===== src/ie_pkg.sv =====
`timescale 1ns / 1ps
// Shared types and constants for the infix expression evaluator.
// No dependencies; used by the controller, the datapath and the top level.
package ie_pkg;

   localparam logic [7:0] CH_PLUS  = 8'h2B;
   localparam logic [7:0] CH_MINUS = 8'h2D;
   localparam logic [7:0] CH_STAR  = 8'h2A;
   localparam logic [7:0] CH_SLASH = 8'h2F;
   localparam logic [7:0] CH_EQUAL = 8'h3D;
   localparam logic [7:0] CH_ZERO  = 8'h30;
   localparam logic [7:0] CH_NINE  = 8'h39;
   localparam logic [7:0] CH_SPACE = 8'h20;
   localparam logic [7:0] CH_TAB   = 8'h09;
   localparam logic [7:0] CH_CR    = 8'h0D;

   localparam logic [2:0] ST_OK       = 3'd0;
   localparam logic [2:0] ST_INVALID  = 3'd1;
   localparam logic [2:0] ST_DIV_ZERO = 3'd2;
   localparam logic [2:0] ST_NO_EQUAL = 3'd3;
   localparam logic [2:0] ST_OVERFLOW = 3'd4;

   localparam logic [1:0] PH_LEFT  = 2'd0;
   localparam logic [1:0] PH_OPER  = 2'd1;
   localparam logic [1:0] PH_RIGHT = 2'd2;

   typedef enum logic [1:0] {OP_ADD, OP_SUB, OP_MUL, OP_DIV} op_type;

   typedef enum logic [1:0] {PEND_ZERO, PEND_TOP, PEND_RES, PEND_ONES} pend_type;

   typedef enum logic [3:0] {
      S_IDLE, S_DECODE, S_OPER, S_OPCHK, S_POPR, S_POPL, S_EXEC, S_BUSY,
      S_PUSHRES, S_PUSHOP, S_FINISH, S_EMIT
   } state_type;

   typedef struct packed {
      logic       capture;
      logic       acc_digit;
      logic       push_acc;
      logic       pop_op;
      logic       pop_r;
      logic       pop_l;
      logic       load_res_as;
      logic       mdu_start;
      logic       load_res_mdu;
      logic       push_res;
      logic       push_op;
      logic       set_pend;
      pend_type   pend_kind;
      logic [2:0] pend_status;
      logic       clear;
      logic       emit;
   } cmd_type;

   typedef struct packed {
      logic   blank;
      logic   digit;
      logic   is_op;
      logic   is_eq;
      logic   op_high;
      logic   phase_oper;
      logic   vfull;
      logic   ofull;
      logic   ocnt_zero;
      logic   top_low;
      logic   text_end;
      op_type cur_op;
      logic   r_zero;
      logic   mdu_done;
      logic   out_free;
      logic   pend;
   } stat_type;

endpackage


===== src/ie_ram.sv =====
`timescale 1ns / 1ps
// Generic single-write, single-read RAM with registered read data.
// No dependencies.
module ie_ram #(
   parameter int WIDTH = 32,
   parameter int DEPTH = 4
) (
   input  logic                     clock,
   input  logic                     we,
   input  logic [$clog2(DEPTH)-1:0] waddr,
   input  logic [WIDTH-1:0]         wdata,
   input  logic [$clog2(DEPTH)-1:0] raddr,
   output logic [WIDTH-1:0]         rdata
);
   logic [WIDTH-1:0] mem_ff [DEPTH];
   logic [WIDTH-1:0] rdata_ff;

   always_ff @(posedge clock) begin
      if (we) begin
         mem_ff[waddr] <= wdata;
      end
      rdata_ff <= mem_ff[raddr];
   end

   assign rdata = rdata_ff;
endmodule


===== src/ie_mdu.sv =====
`timescale 1ns / 1ps
// Iterative multiply / divide unit: shift-add multiply, restoring divide,
// one bit per cycle. Division truncates toward zero. Depends on nothing.
module ie_mdu #(
   parameter int VW = 32
) (
   input  logic          clock,
   input  logic          reset,
   input  logic          start,
   input  logic          is_div,
   input  logic [VW-1:0] a,
   input  logic [VW-1:0] b,
   output logic          done,
   output logic [VW-1:0] result
);
   localparam int NW = $clog2(VW);

   logic          busy_ff, done_ff, div_ff, neg_ff;
   logic [NW-1:0] cnt_ff;
   logic [VW-1:0] x_ff, y_ff, p_ff;
   logic [VW-1:0] a_mag, b_mag, rem_in;
   logic [VW:0]   rem_shift, rem_diff;
   logic          rem_ge;

   assign a_mag     = a[VW-1] ? (~a + VW'(1)) : a;
   assign b_mag     = b[VW-1] ? (~b + VW'(1)) : b;
   assign rem_shift = {p_ff, x_ff[VW-1]};
   assign rem_diff  = rem_shift - {1'b0, y_ff};
   assign rem_ge    = rem_shift >= {1'b0, y_ff};
   assign rem_in    = rem_ge ? rem_diff[VW-1:0] : rem_shift[VW-1:0];

   always_ff @(posedge clock) begin
      if (reset) begin
         busy_ff <= 1'b0;
         done_ff <= 1'b0;
         cnt_ff  <= '0;
      end else begin
         done_ff <= 1'b0;
         if (start) begin
            busy_ff <= 1'b1;
            cnt_ff  <= '0;
         end else if (busy_ff) begin
            cnt_ff <= cnt_ff + NW'(1);
            if (cnt_ff == NW'(VW - 1)) begin
               busy_ff <= 1'b0;
               done_ff <= 1'b1;
            end
         end
      end
   end

   always_ff @(posedge clock) begin
      if (start) begin
         div_ff <= is_div;
         neg_ff <= a[VW-1] ^ b[VW-1];
         x_ff   <= is_div ? a_mag : a;
         y_ff   <= is_div ? b_mag : b;
         p_ff   <= '0;
      end else if (busy_ff) begin
         if (div_ff) begin
            p_ff <= rem_in;
            x_ff <= {x_ff[VW-2:0], rem_ge};
         end else begin
            if (y_ff[0]) begin
               p_ff <= p_ff + x_ff;
            end
            x_ff <= {x_ff[VW-2:0], 1'b0};
            y_ff <= {1'b0, y_ff[VW-1:1]};
         end
      end
   end

   assign done   = done_ff;
   assign result = div_ff ? (neg_ff ? (~x_ff + VW'(1)) : x_ff) : p_ff;
endmodule


===== src/ie_dp.sv =====
`timescale 1ns / 1ps
// Datapath: character decode, number accumulator, value and operator stacks,
// arithmetic and the result register. Depends on ie_pkg, ie_ram, ie_mdu.
module ie_dp #(
   parameter int STACK_DEPTH = 4,
   parameter int VW          = 32
) (
   input  logic             clock,
   input  logic             reset,
   input  ie_pkg::cmd_type  cmd,
   output ie_pkg::stat_type stat,
   input  logic [7:0]       req_tdata,
   input  logic             req_tlast,
   output logic             rsp_tvalid,
   input  logic             rsp_tready,
   output logic [39:0]      rsp_tdata
);
   import ie_pkg::*;

   localparam int CW = $clog2(STACK_DEPTH + 1);
   localparam int AW = $clog2(STACK_DEPTH);

   logic [7:0]    char_ff;
   logic          end_ff;
   logic [1:0]    phase_ff;
   logic [VW-1:0] acc_ff, top_ff, res_ff, lop_ff, rop_ff, pend_val_ff;
   logic [CW-1:0] vcnt_ff, ocnt_ff;
   op_type        cur_op_ff;
   logic          pend_ff, rsp_valid_ff;
   logic [2:0]    pend_st_ff, rsp_status_ff;
   logic [31:0]   rsp_value_ff;

   logic          blank, digit, is_op;
   op_type        op_k;
   logic [3:0]    dval;
   logic [VW-1:0] acc_next, vwdata, vrdata, addsub, pend_sel, mdu_result;
   logic [CW-1:0] vraddr_full, oraddr_full;
   logic [1:0]    ordata;
   logic          vempty, mdu_done;

   assign blank = (char_ff == CH_SPACE) || (char_ff >= CH_TAB && char_ff <= CH_CR);
   assign digit = (char_ff >= CH_ZERO) && (char_ff <= CH_NINE);
   assign dval  = 4'(char_ff - CH_ZERO);

   always_comb begin
      is_op = 1'b1;
      op_k  = OP_ADD;
      priority if (char_ff == CH_PLUS)  op_k = OP_ADD;
      else if (char_ff == CH_MINUS) op_k = OP_SUB;
      else if (char_ff == CH_STAR)  op_k = OP_MUL;
      else if (char_ff == CH_SLASH) op_k = OP_DIV;
      else is_op = 1'b0;
   end

   // acc * 10 + digit, wrapping
   assign acc_next = (acc_ff << 3) + (acc_ff << 1) + VW'(dval);
   assign vempty   = (vcnt_ff == '0);
   assign vwdata   = cmd.push_acc ? acc_ff : res_ff;
   assign addsub   = (cur_op_ff == OP_ADD) ? (lop_ff + rop_ff) : (lop_ff - rop_ff);
   assign vraddr_full = cmd.pop_r ? (vcnt_ff - CW'(2)) : (vcnt_ff - CW'(1));
   assign oraddr_full = ocnt_ff - CW'(1);

   always_comb begin
      unique case (cmd.pend_kind)
         PEND_ZERO: pend_sel = '0;
         PEND_TOP:  pend_sel = vempty ? '0 : top_ff;
         PEND_RES:  pend_sel = res_ff;
         PEND_ONES: pend_sel = '1;
         default:   pend_sel = '0;
      endcase
   end

   ie_ram #(.WIDTH(VW), .DEPTH(STACK_DEPTH)) u_vstack (
      .clock (clock),
      .we    (cmd.push_acc | cmd.push_res),
      .waddr (vcnt_ff[AW-1:0]),
      .wdata (vwdata),
      .raddr (vraddr_full[AW-1:0]),
      .rdata (vrdata)
   );

   ie_ram #(.WIDTH(2), .DEPTH(STACK_DEPTH)) u_ostack (
      .clock (clock),
      .we    (cmd.push_op),
      .waddr (ocnt_ff[AW-1:0]),
      .wdata (op_k),
      .raddr (oraddr_full[AW-1:0]),
      .rdata (ordata)
   );

   ie_mdu #(.VW(VW)) u_mdu (
      .clock  (clock),
      .reset  (reset),
      .start  (cmd.mdu_start),
      .is_div (cur_op_ff == OP_DIV),
      .a      (lop_ff),
      .b      (rop_ff),
      .done   (mdu_done),
      .result (mdu_result)
   );

   always_ff @(posedge clock) begin
      if (reset) begin
         phase_ff     <= PH_LEFT;
         acc_ff       <= '0;
         vcnt_ff      <= '0;
         ocnt_ff      <= '0;
         pend_ff      <= 1'b0;
         rsp_valid_ff <= 1'b0;
      end else begin
         if (cmd.clear) begin
            phase_ff <= PH_LEFT;
            acc_ff   <= '0;
            vcnt_ff  <= '0;
            ocnt_ff  <= '0;
         end else begin
            if (cmd.acc_digit) begin
               acc_ff <= acc_next;
            end
            if (cmd.push_acc) begin
               vcnt_ff  <= vcnt_ff + CW'(1);
               phase_ff <= PH_OPER;
            end
            if (cmd.push_op) begin
               ocnt_ff  <= ocnt_ff + CW'(1);
               phase_ff <= PH_RIGHT;
               acc_ff   <= '0;
            end
            if (cmd.pop_op) begin
               ocnt_ff <= ocnt_ff - CW'(1);
            end
            if ((cmd.pop_r || cmd.pop_l) && !vempty) begin
               vcnt_ff <= vcnt_ff - CW'(1);
            end
            if (cmd.push_res) begin
               vcnt_ff <= vcnt_ff + CW'(1);
            end
         end
         if (cmd.set_pend) begin
            pend_ff <= 1'b1;
         end else if (cmd.emit) begin
            pend_ff <= 1'b0;
         end
         if (cmd.emit) begin
            rsp_valid_ff <= 1'b1;
         end else if (rsp_tready) begin
            rsp_valid_ff <= 1'b0;
         end
      end
   end

   always_ff @(posedge clock) begin
      if (cmd.capture) begin
         char_ff <= req_tdata;
         end_ff  <= req_tlast;
      end
      if (cmd.push_acc || cmd.push_res) begin
         top_ff <= vwdata;
      end
      if (cmd.pop_op) begin
         cur_op_ff <= op_type'(ordata);
      end
      if (cmd.pop_r) begin
         rop_ff <= vempty ? '0 : vrdata;
      end
      if (cmd.pop_l) begin
         lop_ff <= vempty ? '0 : vrdata;
      end
      if (cmd.load_res_as) begin
         res_ff <= addsub;
      end else if (cmd.load_res_mdu) begin
         res_ff <= mdu_result;
      end
      if (cmd.set_pend) begin
         pend_val_ff <= pend_sel;
         pend_st_ff  <= cmd.pend_status;
      end
      if (cmd.emit) begin
         rsp_value_ff  <= 32'(signed'(pend_val_ff));
         rsp_status_ff <= pend_st_ff;
      end
   end

   always_comb begin
      stat.blank      = blank;
      stat.digit      = digit;
      stat.is_op      = is_op;
      stat.is_eq      = (char_ff == CH_EQUAL);
      stat.op_high    = op_k[1];
      stat.phase_oper = (phase_ff == PH_OPER);
      stat.vfull      = (vcnt_ff == CW'(STACK_DEPTH));
      stat.ofull      = (ocnt_ff == CW'(STACK_DEPTH));
      stat.ocnt_zero  = (ocnt_ff == '0);
      stat.top_low    = !ordata[1];
      stat.text_end   = end_ff;
      stat.cur_op     = cur_op_ff;
      stat.r_zero     = (rop_ff == '0);
      stat.mdu_done   = mdu_done;
      stat.out_free   = !rsp_valid_ff || rsp_tready;
      stat.pend       = pend_ff;
   end

   assign rsp_tvalid = rsp_valid_ff;
   assign rsp_tdata  = {5'b0, rsp_status_ff, rsp_value_ff};
endmodule


===== src/ie_ctrl.sv =====
`timescale 1ns / 1ps
// Controller state machine: sequences decode, stack reductions and result
// delivery. Depends on ie_pkg.
module ie_ctrl (
   input  logic             clock,
   input  logic             reset,
   input  logic             req_tvalid,
   output logic             req_tready,
   input  ie_pkg::stat_type stat,
   output ie_pkg::cmd_type  cmd
);
   import ie_pkg::*;

   state_type state_ff, state_in;

   always_ff @(posedge clock) begin
      if (reset) begin
         state_ff <= S_IDLE;
      end else begin
         state_ff <= state_in;
      end
   end

   always_comb begin
      state_in   = state_ff;
      cmd        = '0;
      req_tready = 1'b0;
      unique case (state_ff)
         S_IDLE: begin
            req_tready = 1'b1;
            if (req_tvalid) begin
               cmd.capture = 1'b1;
               state_in    = S_DECODE;
            end
         end
         S_DECODE: begin
            if (stat.blank) begin
               state_in = S_FINISH;
            end else if (!stat.phase_oper) begin
               if (stat.digit) begin
                  cmd.acc_digit = 1'b1;
                  state_in      = S_FINISH;
               end else if (stat.vfull) begin
                  cmd.set_pend    = 1'b1;
                  cmd.pend_kind   = PEND_ZERO;
                  cmd.pend_status = ST_OVERFLOW;
                  cmd.clear       = 1'b1;
                  state_in        = S_EMIT;
               end else begin
                  cmd.push_acc = 1'b1;
                  state_in     = S_OPER;
               end
            end else begin
               state_in = S_OPER;
            end
         end
         S_OPER: begin
            if (stat.is_op) begin
               state_in = stat.ocnt_zero ? S_PUSHOP : S_OPCHK;
            end else if (stat.is_eq) begin
               if (stat.ocnt_zero) begin
                  cmd.set_pend    = 1'b1;
                  cmd.pend_kind   = PEND_TOP;
                  cmd.pend_status = ST_OK;
                  cmd.clear       = 1'b1;
                  state_in        = S_EMIT;
               end else begin
                  state_in = S_OPCHK;
               end
            end else begin
               cmd.set_pend    = 1'b1;
               cmd.pend_kind   = PEND_ZERO;
               cmd.pend_status = ST_INVALID;
               state_in        = S_FINISH;
            end
         end
         S_OPCHK: begin
            // a higher-precedence operator stops at a lower one on the stack
            if (!stat.is_eq && stat.top_low && stat.op_high) begin
               state_in = S_PUSHOP;
            end else begin
               cmd.pop_op = 1'b1;
               state_in   = S_POPR;
            end
         end
         S_POPR: begin
            cmd.pop_r = 1'b1;
            state_in  = S_POPL;
         end
         S_POPL: begin
            cmd.pop_l = 1'b1;
            state_in  = S_EXEC;
         end
         S_EXEC: begin
            unique case (stat.cur_op)
               OP_ADD, OP_SUB: begin
                  cmd.load_res_as = 1'b1;
                  state_in        = S_PUSHRES;
               end
               OP_MUL: begin
                  cmd.mdu_start = 1'b1;
                  state_in      = S_BUSY;
               end
               OP_DIV: begin
                  if (stat.r_zero) begin
                     cmd.set_pend    = 1'b1;
                     cmd.pend_kind   = PEND_ZERO;
                     cmd.pend_status = ST_DIV_ZERO;
                     cmd.clear       = 1'b1;
                     state_in        = S_EMIT;
                  end else begin
                     cmd.mdu_start = 1'b1;
                     state_in      = S_BUSY;
                  end
               end
               default: state_in = S_IDLE;
            endcase
         end
         S_BUSY: begin
            if (stat.mdu_done) begin
               cmd.load_res_mdu = 1'b1;
               state_in         = S_PUSHRES;
            end
         end
         S_PUSHRES: begin
            cmd.push_res = 1'b1;
            if (!stat.ocnt_zero) begin
               state_in = S_OPCHK;
            end else if (stat.is_eq) begin
               cmd.set_pend    = 1'b1;
               cmd.pend_kind   = PEND_RES;
               cmd.pend_status = ST_OK;
               cmd.clear       = 1'b1;
               state_in        = S_EMIT;
            end else begin
               state_in = S_PUSHOP;
            end
         end
         S_PUSHOP: begin
            if (stat.ofull) begin
               cmd.set_pend    = 1'b1;
               cmd.pend_kind   = PEND_ZERO;
               cmd.pend_status = ST_OVERFLOW;
               cmd.clear       = 1'b1;
               state_in        = S_EMIT;
            end else begin
               cmd.push_op = 1'b1;
               state_in    = S_FINISH;
            end
         end
         S_FINISH: begin
            // end of text overrides an invalid-character report
            if (stat.text_end) begin
               cmd.set_pend    = 1'b1;
               cmd.pend_kind   = PEND_ONES;
               cmd.pend_status = ST_NO_EQUAL;
               cmd.clear       = 1'b1;
               state_in        = S_EMIT;
            end else if (stat.pend) begin
               state_in = S_EMIT;
            end else begin
               state_in = S_IDLE;
            end
         end
         S_EMIT: begin
            if (stat.out_free) begin
               cmd.emit = 1'b1;
               state_in = S_IDLE;
            end
         end
         default: state_in = S_IDLE;
      endcase
   end
endmodule


===== src/infix_expression_evaluator_top.sv =====
`timescale 1ns / 1ps
// Infix expression evaluator, top level: controller plus datapath.
// Depends on ie_pkg, ie_ctrl, ie_dp.
//
// Usage:
//   req_*: one ASCII character per transaction; req_tlast marks the last
//   character of the text. rsp_*: at most one result per character,
//   value and status. Results are held in an output register until taken.
//   An operator or '=' may trigger stack reductions; each * or /
//   reduction runs in the bit-serial multiply/divide unit. One
//   character is worked on at a time; req_tready is high
//   while the controller waits for the next character.
//   If rsp_tready is low the finished result stays in the output register;
//   the next character is still taken, and the block waits only when it
//   has a new result and the register is still full.
//   Reset (synchronous, active high) empties both stacks, clears the
//   accumulator and drops any undelivered result.
module infix_expression_evaluator_top #(
   parameter int STACK_DEPTH = 4,
   parameter int VALUE_WIDTH = 32
) (
   input  logic        clock,
   input  logic        reset,
   input  logic        req_tvalid,
   output logic        req_tready,
   input  logic [7:0]  req_tdata,   // [7:0] character
   input  logic        req_tlast,
   output logic        rsp_tvalid,
   input  logic        rsp_tready,
   output logic [39:0] rsp_tdata    // [31:0] value, [34:32] status, rest zero
);
   import ie_pkg::*;

   cmd_type  cmd;
   stat_type stat;

   ie_ctrl u_ctrl (
      .clock      (clock),
      .reset      (reset),
      .req_tvalid (req_tvalid),
      .req_tready (req_tready),
      .stat       (stat),
      .cmd        (cmd)
   );

   ie_dp #(.STACK_DEPTH(STACK_DEPTH), .VW(VALUE_WIDTH)) u_dp (
      .clock      (clock),
      .reset      (reset),
      .cmd        (cmd),
      .stat       (stat),
      .req_tdata  (req_tdata),
      .req_tlast  (req_tlast),
      .rsp_tvalid (rsp_tvalid),
      .rsp_tready (rsp_tready),
      .rsp_tdata  (rsp_tdata)
   );
endmodule

===== config.mk =====
export PLATFORM = sky130hd
export DESIGN_NAME = infix_expression_evaluator_top
export DESIGN_NICKNAME = d
export VERILOG_FILES = /design/src/ie_pkg.sv /design/src/ie_ram.sv /design/src/ie_mdu.sv /design/src/ie_dp.sv /design/src/ie_ctrl.sv /design/src/infix_expression_evaluator_top.sv
export SDC_FILE = /design/constraint.sdc
export NUM_CORES = 1
export LEC_CHECK = 0
export BUFFER_PORTS_ARGS = -buffer_cell sky130_fd_sc_hd__buf_2
export CAP_MARGIN = 30
export CORE_ASPECT_RATIO = 1.75
export CORE_UTILIZATION = 30
export CTS_CLUSTER_SIZE = 28
export DETAILED_ROUTE_END_ITERATION = 7
export SYNTH_ARGS = -nofsm -noshare
export SYNTH_HDL_FRONTEND = slang
export SYNTH_SLANG_ARGS = --single-unit

===== constraint.sdc =====
create_clock -name clock -period 11.4 [get_ports clock]
set_input_delay 1.14 -clock clock [delete_from_list [all_inputs] [get_ports clock]]
set_output_delay 1.14 -clock clock [all_outputs]
set_load 0.1 [all_outputs]

# After elaboration in Yosys (flattened, before gate mapping)

Memories as Yosys holds them, arrays and structs flattened. A register that Yosys moved wholly into a read port is not among the register bits.
Cells that the tools add are included.

Logic and storage cells: 231
Register bits: 360
Latch bits: 0
Memory bits (writable): 136
Bits in read-only memories: 0
Input port bits: 13
Memories: 2
Output and inout bits: 42

$add $sub $neg: 16
Equality and inequality tests: 31
Order comparisons: 5
Bitwise gates (word level): 6
Multipliers: 0
Shift operators: 0
Muxes and demuxes: 109
Div/mod/pow operators: 0
Reductions and logical operators: 35

Memory list:

| memory               | depth | bits a word | read ports | clocked after Yosys merged registers in | write ports | RTL line     | text |
|---|---|---|---|---|---|---|---|
| u_dp.u_vstack.mem_ff | 4     | 32          | 1          | 1                                       | 1           | ie_ram.sv:15 | `logic [WIDTH-1:0] mem_ff [DEPTH];` |
| u_dp.u_ostack.mem_ff | 4     | 2           | 1          | 1                                       | 1           | ie_ram.sv:15 |  |

Operator list:

| operator                                             | number |
|---|---|
| two-way mux 32 bit                                   | 20 |
| one-hot mux 32 bit (4 select lines)                  | 1 |
| adder 32 x 1 -> 32 bit (second input constant)       | 3 |
| adder 32 bit                                         | 3 |
| NOT 32 bit                                           | 3 |
| two-way mux 7 bit                                    | 12 |
| two-way mux 4 bit                                    | 16 |
| subtractor 32 bit                                    | 2 |
| == test 8 x 6 -> 1 bit (second input constant)       | 6 |
| one-hot mux 4 bit (12 select lines)                  | 1 |
| one-hot mux 7 bit (6 select lines)                   | 1 |
| two-way mux 1 bit                                    | 38 |
| >= comparator 33 x 32 -> 1 bit                       | 1 |
| adder 32 x 4 -> 32 bit                               | 1 |
| logical NOT 32 bit                                   | 1 |
| two-way mux 2 bit                                    | 12 |
| == test 4 x 3 -> 1 bit (second input constant)       | 4 |
| == test 4 bit (second input constant)                | 4 |
| two-way mux 3 bit                                    | 5 |
| nonzero test 2 bit                                   | 7 |
| one-hot mux 4 bit (3 select lines)                   | 1 |
| == test 2 bit (second input constant)                | 4 |
| == test 4 x 2 -> 1 bit (second input constant)       | 2 |
| >= comparator 8 x 4 -> 1 bit (second input constant) | 1 |
| 30 further kinds                                     | 53 |

# Depth between registers and ports, before layout

Gate-level depths: netlist of the first run.

Depth after elaboration: 9
Depth in mapped cells: 20
Depth with buffers taken out: 20

# Cells and area by module

Synthesis of the first run repeated with hierarchy kept, for this count alone.

Cells, all modules: 2,865
Area, all modules: 30,543.0 um2

Modules (own cells, without submodules):

| module                 | seq. area each (um2) | cells each | times used | area each (um2) |
|---|---|---|---|---|
| ie_dp                  | 7,116.8              | 1,235      | 1          | 13,934.6 |
| ie_mdu                 | 2,762.6              | 1,302      | 1          | 10,168.5 |
| ie_ram (u_dp.u_vstack) | 4,484.3              | 203        | 1          | 5,330.1 |
| ie_ctrl                | 80.1                 | 109        | 1          | 745.7 |
| ie_ram (u_dp.u_ostack) | 280.3                | 16         | 1          | 364.1 |

# Least setup slack after synthesis of the first run

OpenSTA, ideal clock, no wires.

Path type: register to register
Start: register u_ctrl.state_ff[2]
End: register u_dp.u_vstack.rdata_ff[10] (netlist: u_dp.u_vstack.rdata[10]) (read register of u_dp.u_vstack.mem_ff)
Path slack: 6.433 ns
Clock period less this slack: 4.967 ns
Cell stages (with the launch flop): 7
Arrival time: 4.833 ns
Data required time: 11.266 ns
Buffers on the path: 2
Library setup time: 0.134 ns
Cells stage by stage: dfxtp_1 -> clkbuf_1 -> nand2b_1 -> nor3_1 -> mux2i_1 -> clkbuf_1 -> mux4_2

Word-level cells in the longest chain between the ends: 3

RTL lines:

| item                   | RTL line      | text |
|---|---|---|
| from (decl)            | ie_ctrl.sv:14 | `state_type state_ff, state_in;` |
| from (signal assigned) | ie_ctrl.sv:20 | `state_ff <= state_in;` |
| == test 4 x 3 -> 1 bit | ie_ctrl.sv:28 | `unique case (state_ff)` |
| two-way mux 1 bit      | ie_ctrl.sv:28 |  |
| two-way mux 2 bit      | ie_dp.sv:60   | `assign vraddr_full = cmd.pop_r ? (vcnt_ff - CW'(2)) : (vcnt_ff - CW'(1));` |
| to (decl)              | ie_ram.sv:16  | `logic [WIDTH-1:0] rdata_ff;` |

Every way passes these cells.
A chain may end at the register's enable or synchronous reset.

# Worst setup path in the final report of the first run

Start: register u_dp.rop_ff[6]
End: register u_dp.u_mdu.x_ff[5] (enable)

Word-level cells in the longest chain between the ends: 5

RTL lines:

| item                               | RTL line       | text |
|---|---|---|
| from (decl)                        | ie_dp.sv:26    | `logic [VW-1:0] acc_ff, top_ff, res_ff, lop_ff, rop_ff, pend_val_ff;` |
| from (signal assigned)             | ie_dp.sv:164   | `rop_ff <= vempty ? '0 : vrdata;` |
| logical NOT 32 bit                 | ie_dp.sv:197   | `stat.r_zero = (rop_ff == '0);` |
| two-way mux 1 bit                  | ie_ctrl.sv:105 | `if (stat.r_zero) begin` |
| one-hot mux 1 bit (2 select lines) | ie_ctrl.sv:95  | `unique case (stat.cur_op)` |
| two-way mux 2 bit                  | ie_ctrl.sv:28  |  |
| nonzero test 2 bit (no line)       | --             |  |
| to (signal assigned)               | ie_mdu.sv:56   | `x_ff <= is_div ? a_mag : a;` |
| to (signal assigned)               | ie_mdu.sv:62   | `x_ff <= {x_ff[VW-2:0], rem_ge};` |
| to (signal assigned)               | ie_mdu.sv:67   | `x_ff <= {x_ff[VW-2:0], 1'b0};` |
| to (decl)                          | ie_mdu.sv:20   | `logic [VW-1:0] x_ff, y_ff, p_ff;` |

Every way passes these cells.

==> results.py, run 1 <==
metrics = {
    "outcome": {
        "status": "finished, final reports clean",
    },
    "logic_synthesis": {
        "post-synth-top-count-cell": "edfxtp_1",
        "ys.flop_type": "edfxtp_1",
        "synthTopCellsByArea": "edfxtp_1, dfxtp_1, ha_1",
        "syn_area_per_cell_sq_um": 10.5,
        "synth_top_area_share_pct": 41.9,
        "ys_ff_latch": 530,
        "syn_area_sq_mm": 0.0295,
        "synthCells": 2800,
        "seq_area_frac_synth_pct": 49.9,
        "synth.distinct_cells": 79,
        "yosysTopAreaCell": "edfxtp_1",
        "synth-async-reset-ratio_pct": 0,
        "synth_common_cells": "edfxtp_1, nand2_1, o21ai_0",
        "synth-edff-count": 411,
        "yosys_warnings": 0,
    },
    "sta": {
        "tightest_slew_ps": 1070,
        "fmax_mhz": 193,
        "relSlewSlack_pct": 28.2,
        "slew_viol_final": 0,
        "setup_tns_ps": 0,
        "setup-violations-final": 0,
        "finalCritPeriodShare_pct": 45.5,
        "period_needed_ps": 5190,
        "timing_hold_violations_final": 0,
        "finClkSkew_ps": 32.3,
        "rsz0062_at_grt": "no",
        "whs_ps": 415,
    },
    "setup_path": {
        "critical_path.slowest_cell": "nor4b_1",
        "critical_path.max_stage_delay_ps": 720,
        "worst_ep_required_time_ps": 11530,
        "path_depth": 8,
        "rr_worst_depth": 8,
        "cp-start-kind": "register",
        "path_buf_inv": 1,
        "cp-end-kind": "register",
        "worstPathArrival_ps": 5320,
        "critPathTopFamily": "simple AND/OR/NAND/NOR gates",
        "critPathMaxFanout": 78,
        "criticalPathCategory": "register to register",
        "path_cells": "or3_1 -> nor4_1 -> nand4_1 -> nor4b_1 -> and3_1 -> nand2b_4 -> buf_4 -> nand2_2",
    },
    "drt": {
        "drt-total-wl_mm": 78.1,
        "wl_per_cell_um": 18.8,
        "vias_per_cell": 5.05,
        "dr.pass1.iters": 5,
        "final_antenna_net_count": 0,
        "drt_iter0_drc": 1244,
        "drc": 0,
        "vias": 21000,
    },
    "placed_design": {
        "hpwl_mm": 59.0,
        "io_buffers": 49,
        "placed_cells": 4077,
        "gp_routability_congestion": 0.884,
    },
    "finish": {
        "area_delta_synth_final_pct": 12.0,
        "n_antenna_cell": 0,
        "fin_util_pct": 34.0,
        "nets": 3019,
        "num-fill-cells": 9853,
        "stdcell_count": 4162,
        "drive_gt1_share_pct": 9.68,
    },
    "global_route": {
        "grtUsageTotal_pct": 15.6,
        "grt-ovfl-total": 0,
        "grt_pass1_wl_mm": 121,
        "antenna_found_initial": 0,
        "grt_pass1_vias": 21400,
        "grt_max_degree": 87,
    },
    "cts": {
        "holdBufCountCts": 0,
        "clk_pin_slew_ps": 70,
        "clock_latency_ps": 600,
        "clock_path_buffers": 3,
        "cts_made_buffers": 47,
        "cts_setup_buffers": 0,
        "cts_sinks": 530,
        "cts_max_level": 2,
        "tritoncts": "done",
        "clockRootBuffer": "clkbuf_16",
        "cts_resized": 0,
    },
    "power": {
        "p_per_area_mw_per_mm2": 205,
        "p_leak_nw": 12.1,
        "p_total_mw": 6.77,
        "vdd_drop_max_mv": 0.123,
    },
    "die": {
        "rows": 151,
        "start_util_pct": 30.4,
        "coreArea_sq_mm": 0.0971,
        "die-area_sq_mm": 0.0996,
        "die_w_um": 239,
        "die_h_um": 417,
        "ioPinCount": 55,
    },
    "job": {
        "cap_violations": 0,
    },
    "min_path": {
        "holdPathStages": 0,
        "hold_path_class": "register to register",
    },
}
## state kept, by name, summed over array words and instances (netlist names), 3 cells and up
signal	cells
u_dp.acc_ff	32
u_dp.u_ostack.mem_ff	8
u_dp.res_ff	32
u_dp.u_vstack.rdata	32
u_ctrl.state_ff	4
u_dp.u_vstack.mem_ff	128
u_dp.vcnt_ff	3
u_dp.rsp_status_ff	3
u_dp.pend_st_ff	3
u_dp.u_mdu.p_ff	32
u_dp.rsp_value_ff	32
u_dp.char_ff	8
u_dp.ocnt_ff	3
u_dp.u_mdu.cnt_ff	5
u_dp.u_mdu.y_ff	32
u_dp.lop_ff	32
u_dp.pend_val_ff	32
u_dp.top_ff	32
u_dp.rop_ff	32
u_dp.u_mdu.x_ff	32
## cell type report
class | instances | area, sq um | share of cell area [%]
clock buffers | 53 | 1230 | 3.72
clock inverters | 32 | 458 | 1.39
inverters | 91 | 342 | 1.03
multi-input cells | 2067 | 14100 | 42.6
flip-flops and latches | 530 | 14700 | 44.6
well taps | 1300 | 1630 | 4.93
repair buffers | 89 | 576 | 1.74
## report_power, final
part	leakage (nW)	total [mW]	switching (mW)	internal (mW)
sequential	4.74	2.74	0.216	2.52
clock	0.828	1.77	0.761	1.01
combinational	6.49	2.26	1.37	0.882
total	12.1	6.77	2.35	4.42
## cells in the final DEF (no fill, tap or decap), drive strengths merged, types with 6 or more instances in the layout
| cell type | count |
|---|---|
| nor2b | 47 |
| nand4 | 17 |
| nor4 | 14 |
| nor3 | 46 |
| a21oi | 221 |
| o31ai | 23 |
| o21ai | 250 |
| nand2 | 303 |
| o21a | 24 |
| clkbuf | 53 |
| mux2 | 37 |
| a21o | 45 |
| xor2 | 121 |
| edfxtp | 411 |
| xnor2 | 110 |
| nor2 | 212 |
| dfxtp | 119 |
| nand3b | 6 |
| o22ai | 6 |
| o211ai | 42 |
| o41ai | 9 |
| o21bai | 16 |
| nor3b | 12 |
| inv | 94 |
| a31oi | 23 |
| a211oi | 25 |
| nand3 | 55 |
| ha | 175 |
| or3 | 25 |
| or4 | 10 |
| nand2b | 30 |
| buf | 89 |
| bufinv | 10 |
| mux2i | 13 |
| mux4 | 34 |
| or2 | 6 |
| clkinv | 19 |
| and3 | 11 |
| and2 | 15 |
## kinds of logic (layout without fill, tap and decap cells)
| family | count (synthesis) | count (layout) | synth area share (%) |
|---|---|---|---|
| compound gates | 747 | 747 | 15.4 |
| xor+xnor | 231 | 231 | 6.86 |
| fa+ha+maj | 180 | 180 | 7.76 |
| buf+inv | 207 | 265 | 2.73 |
| flops | 530 | 530 | 49.9 |
| mux | 84 | 84 | 4.45 |
| other cells | 1 | 5 | 0.0127 |
| simple gates | 820 | 820 | 12.9 |
## final timing paths
path / startpoint / endpoint / slack [ps]
max: u_dp.rop_ff[6] / u_dp.u_mdu.x_ff[5] / 6210
max reg2reg: u_dp.rop_ff[6] / u_dp.u_mdu.x_ff[5] / 6210
min reg2reg: u_dp.pend_val_ff[25] / u_dp.rsp_value_ff[25] / 420
min: u_dp.pend_val_ff[25] / u_dp.rsp_value_ff[25] / 420
## routing by layer
| layer | GRT usage, % | routed length (um) |
|---|---|---|
| met1 | 16.1 | 29100 |
| met2 | 30.3 | 42500 |
| met3 | 1.23 | 1920 |
| met4 | 8.91 | 4540 |
| met5 | 0 | 0 |
## through the flow
stage	area [sq um]	setup slack, ps
5_1_grt	33000	5940
2_1_floorplan	29500	6430
3_5_place_dp	31300	6170
6_report	33000	6210
4_1_cts	33000	6130
3_3_place_gp	31300	6180
Power figures use the tool's default switching activity.
==> inputs of run 2 (changes only) <==
clock period = 4.5 ns   (was 11.4 ns; I/O delays follow)
==> results.py, run 2 (synthesis results as in run 1) <==
metrics = {
    "outcome": {
        "status": "finished, final reports clean",
    },
    "drt": {
        "drc": 0,
        "vias": 21300,
        "vias_per_cell": 4.98,
        "final_antenna_net_count": 0,
        "dr.pass1.iters": 5,
        "drt_iter0_drc": 1236,
        "wl_per_cell_um": 18.5,
        "drt-total-wl_mm": 79.3,
    },
    "setup_path": {
        "r2r_start": "u_dp.rop_ff[2]",
        "rr_worst_depth": 20,
        "crit_start": "u_dp.rop_ff[2]",
        "cp-end-kind": "register",
        "criticalPathCategory": "register to register",
        "reg2reg_to": "u_dp.res_ff[30]",
        "worst_ep_required_time_ps": 4820,
        "critPathMaxFanout": 5,
        "cp-start-kind": "register",
        "worstPathArrival_ps": 4530,
        "r2r_slack_ps": 300,
    },
    "cts": {
        "tritoncts": "done",
        "clockRootBuffer": "clkbuf_16",
        "cts_sinks": 530,
        "clock_path_buffers": 3,
        "cts_made_buffers": 47,
        "clk_pin_slew_ps": 70,
        "cts_max_level": 2,
        "clock_latency_ps": 590,
    },
    "power": {
        "p_int_mw": 11.2,
        "seqPwrFrac_pct": 40.0,
        "power.share.combinational_pct": 35.6,
        "clock_power_share_pct": 24.4,
        "p_per_area_mw_per_mm2": 505,
        "vdd_drop_max_mv": 0.322,
        "switchingPower_mw": 5.94,
        "p_sw_share_pct": 34.6,
        "p_leak_nw": 12.6,
    },
    "min_path": {
        "holdPathEnd": "u_dp.char_ff[1]",
        "hold_path_class": "primary input to register",
        "hold_start": "req_tdata[1]",
        "holdPathStages": 1,
    },
    "global_route": {
        "antenna_found_initial": 1,
        "grt_max_degree": 101,
        "grt_pass1_vias": 22000,
        "grt_pass1_wl_mm": 123,
        "grt-ovfl-total": 0,
        "grtUsageTotal_pct": 15.9,
    },
    "placed_design": {
        "hpwl_mm": 62.0,
        "io_buffers": 49,
        "gp_routability_congestion": 0.902,
        "dpl_worst_slack_ps": -47.5,
    },
    "finish": {
        "final_common_cell": "edfxtp_1",
        "final_cell_mix": "edfxtp_1, nand2_1, o21ai_0",
        "num-fill-cells": 9770,
        "drive_gt1_share_pct": 13.3,
        "n_antenna_cell": 0,
        "area_delta_synth_final_pct": 15.4,
        "largest_reg_flops": 128,
        "regMostFlops": "u_dp.u_vstack.mem_ff",
        "nets": 3131,
    },
    "sta": {
        "setup-violations-final": 0,
        "timing_hold_violations_final": 0,
        "fmax_mhz": 238,
        "tightest_slew_ps": 941,
        "period_needed_ps": 4200,
        "relSlewSlack_pct": 37.1,
        "whs_ps": 46.9,
        "finalWorstSetupSlack_ps": 295,
        "slew_viol_final": 0,
        "finClkSkew_ps": 20.4,
        "rsz0062_at_grt": "no",
        "finalCritPeriodShare_pct": 93.4,
    },
    "job": {
        "cap_violations": 0,
    },
    "die": {
        "ioPinCount": 55,
        "coreArea_sq_mm": 0.0971,
        "die-area_sq_mm": 0.0996,
        "die_h_um": 417,
        "rows": 151,
        "start_util_pct": 30.4,
        "die_w_um": 239,
    },
}
==> run 2: changes by cell type in the layout (fill, tap and decap cells not counted), moves of 4 or more <==
cell	change
clkbuf_1	+4
buf_12	+8
clkbuf_8	+6
bufinv_16	-7
dlygate4sd3_1	+7
buf_4	+97
clkinvlp_4	+6
==> run 2: how the worst max path moves through the flow <==
stage,endpoint,slack (ps),depth (start not counted)
global placement,u_dp.res_ff[29],-100,21
global route,u_dp.res_ff[28],20,18
finish,u_dp.res_ff[30],300,20
detailed placement,u_dp.res_ff[29],-50,21
floorplan,u_dp.char_ff[0],20,3
CTS,u_dp.res_ff[29],30,19
==> run 2: area by class of cell <==
class | instances | area (sq um) | area share, %
sequential | 530 | 14700 | 43.3
multi-input combinational | 2067 | 14200 | 41.6
tap | 1300 | 1630 | 4.78
timing repair buffer | 201 | 1560 | 4.58
clock buffer | 64 | 1350 | 3.98
inverter | 91 | 342 | 1.00
clock inverter | 24 | 260 | 0.765
==> run 2: through the flow <==
step | utilization, % | instance area [sq um] | power, mW | cells | TNS [ps]
after detailed placement | 33.2 | 32200 | 13.1 | 4180 | -69.6
final | 35.0 | 34000 | 17.2 | 4277 | 0
after floorplan | - | 29500 | 11.1 | 2804 | 0
after CTS | 34.9 | 33900 | 17.3 | 4275 | 0
after global routing | 35.0 | 34000 | 18.2 | 4277 | 0
after global placement | 33.1 | 32200 | 13.0 | 4178 | -220
==> run 2: per-layer routing <==
| layer | track usage (%) | part of all wire, % |
|---|---|---|
| met3 | 1.17 | 2.3 |
| met1 | 15.6 | 36 |
| met2 | 31.3 | 55 |
| met5 | 0 | 0.016 |
| met4 | 10.6 | 6.9 |
==> run 2: critical path, cell delays in order (launching register included) <==
cell      delay (ps)
edfxtp_1         430
buf_4            170
nor3_1           200
buf_4            180
nand2_1           70
buf_4            150
nor2_1           220
nor2_1            90
xor2_1           160
ha_1             350
a21oi_1          160
o21ai_0          150
o31ai_2          330
o211ai_1         240
a31oi_2          270
o21ai_1          100
buf_4            150
nor3b_2          180
o21ai_0          120
xnor2_1          130
o21ai_0          100
==> run 2: what timing repair did <==
action / CTS / global route
endpoints found under the hold margin: 7 / 0
hold buffers: 7 / 0
endpoints found under the setup margin: 4 / 10
pin swaps: 0 / 5
resized for setup: 2 / 18
setup buffers: 0 / 1
==> run 2: power by group through the flow <==
stage               clock network (mW)  logic (mW)  registers [mW]
finish                            4.19        6.11            6.87
global route                      4.45        6.75            6.96
CTS                               4.30        6.13            6.87
detailed placement                   0        6.09            6.97
global placement                     0        6.02            6.96
floorplan                            0        4.29            6.84
==> inputs of run 3 (changes only) <==
clock period = 5.31 ns   (was 4.5 ns; I/O delays follow)
==> results.py, run 3 (synthesis results as in run 1) <==
metrics = {
    "outcome": {
        "status": "finished, final reports clean",
    },
    "global_route": {
        "grt-ovfl-total": 0,
        "antenna_found_initial": 3,
        "grt_max_degree": 65,
        "grt_pass1_vias": 21700,
        "grt_pass1_wl_mm": 125,
        "grtUsageTotal_pct": 16.4,
    },
    "setup_path": {
        "cp-start-kind": "register",
        "crit_start": "u_dp.rop_ff[0]",
        "rr_worst_depth": 20,
        "cp-end-kind": "register",
        "r2r_start": "u_dp.rop_ff[0]",
        "criticalPathCategory": "register to register",
        "path_cells": "inv_1 -> ha_1 -> nor3b_1 -> nor3b_1 -> buf_4 -> nand2_1 -> nor3_1 -> nor2_1 -> xor2_1 -> ha_1 -> a21o_1 -> a21oi_1 -> o21bai_1 -> a2111oi_0 -> nor2_1 -> o31ai_1 -> and3_1 -> o31ai_1 -> xnor2_1 -> o21ai_1",
        "critical_path.slowest_cell": "a2111oi_0",
        "critPathMaxFanout": 7,
        "worstPathArrival_ps": 5110,
        "worst_ep_required_time_ps": 5620,
        "critical_path.max_stage_delay_ps": 490,
    },
    "placed_design": {
        "hpwl_mm": 63.5,
        "placed_cells": 4099,
        "io_buffers": 49,
        "gp_routability_congestion": 0.908,
    },
    "sta": {
        "timing_hold_violations_final": 0,
        "finalCritPeriodShare_pct": 90.5,
        "slew_viol_final": 0,
        "finClkSkew_ps": 20.9,
        "relSlewSlack_pct": 34.4,
        "tightest_slew_ps": 981,
        "fmax_mhz": 208,
        "setup-violations-final": 0,
        "whs_ps": 128,
        "setup_tns_ps": 0,
        "rsz0062_at_grt": "no",
        "period_needed_ps": 4800,
    },
    "cts": {
        "clk_pin_slew_ps": 80,
        "clockRootBuffer": "clkbuf_16",
        "clock_latency_ps": 580,
        "cts_made_buffers": 44,
        "holdBufCountCts": 0,
        "cts_setup_buffers": 0,
        "clock_path_buffers": 3,
        "cts_max_level": 2,
        "cts_sinks": 530,
        "tritoncts": "done",
    },
    "finish": {
        "largest_reg_flops": 128,
        "regMostFlops": "u_dp.u_vstack.mem_ff",
        "final_cell_mix": "edfxtp_1, nand2_1, o21ai_0",
        "nets": 3038,
        "area_delta_synth_final_pct": 11.8,
        "drive_gt1_share_pct": 10.2,
        "stdcell_count": 4181,
        "n_antenna_cell": 0,
        "num-fill-cells": 9809,
        "final_common_cell": "edfxtp_1",
    },
    "min_path": {
        "holdPathStages": 1,
        "hold_start": "req_tlast",
        "hold_path_class": "primary input to register",
    },
    "power": {
        "p_int_mw": 9.14,
        "p_sw_share_pct": 35.5,
        "clock_power_share_pct": 23.4,
        "vdd_drop_max_mv": 0.279,
        "switchingPower_mw": 5.03,
        "seqPwrFrac_pct": 41.3,
        "p_per_area_mw_per_mm2": 430,
        "power.share.combinational_pct": 35.3,
        "p_leak_nw": 12.0,
    },
    "drt": {
        "final_antenna_net_count": 0,
        "drt_iter0_drc": 1278,
        "drt-total-wl_mm": 82.4,
        "wl_per_cell_um": 19.7,
        "dr.pass1.iters": 5,
        "vias_per_cell": 5.08,
        "drc": 0,
        "vias": 21200,
    },
    "die": {
        "coreArea_sq_mm": 0.0971,
        "rows": 151,
        "die-area_sq_mm": 0.0996,
        "die_h_um": 417,
        "start_util_pct": 30.4,
        "ioPinCount": 55,
        "die_w_um": 239,
    },
    "job": {
        "cap_violations": 0,
    },
}
run 3: path summary, 6_finish.rpt:
| kind | endpoint | slack [ps] |
|---|---|---|
| max | u_dp.res_ff[29] | 510 |
| min | u_dp.end_ff | 130 |
| max reg2reg | u_dp.res_ff[29] | 510 |
| min reg2reg | u_dp.rsp_value_ff[2] | 410 |
run 3: layer usage:
| metal | wire length (um) | share of wire [%] | global-route usage, % |
|---|---|---|---|
| met3 | 1640 | 2.0 | 0.959 |
| met2 | 46800 | 57 | 33.6 |
| met4 | 5090 | 6.2 | 9.76 |
| met5 | 0 | 0 | 0 |
| met1 | 28800 | 35 | 15.5 |
run 3: area by class of cell:
| cell class | instances | area, sq um | share of cell area (%) |
|---|---|---|---|
| inverters | 91 | 342 | 1.04 |
| multi-input cells | 2067 | 14100 | 42.7 |
| flip-flops and latches | 530 | 14700 | 44.7 |
| well taps | 1300 | 1630 | 4.93 |
| clock inverters | 25 | 218 | 0.661 |
| repair buffers | 111 | 768 | 2.33 |
| clock buffers | 57 | 1210 | 3.67 |
run 3: timing repair:
item	4_1_cts	5_1_grt
setup endpoints to repair	0	1
resized for setup	0	1
hold endpoints to repair	0	0
run 3: power groups by stage:
stage / Clock (mW) / Combinational, mW / Sequential, mW
2_1_floorplan: 0 / 3.64 / 5.79
3_3_place_gp: 0 / 4.95 / 5.92
3_5_place_dp: 0 / 5.00 / 5.94
4_1_cts: 3.41 / 5.03 / 5.85
5_1_grt: 3.52 / 5.50 / 5.93
6_report: 3.31 / 5.00 / 5.86
run 3: metrics by stage:
stage	cell area [sq um]	power [mW]	util (%)	setup slack, ps
2_1_floorplan	29500	9.43	-	343
3_3_place_gp	31500	10.9	32.4	509
3_5_place_dp	31500	10.9	32.5	523
4_1_cts	33000	14.3	33.9	511
5_1_grt	33000	15.0	33.9	61.3
6_report	33000	14.2	33.9	505
run 3: worst max-delay path: cells and delay by family (launching register included):
kind,cells,cell delay [ps]
AND/OR/NAND/NOR,7,1520
AO/OA/AOI/OAI,7,1510
adder cells (fa/ha/maj),2,470
flip-flops,1,440
XOR/XNOR,2,320
buffers and inverters,2,280
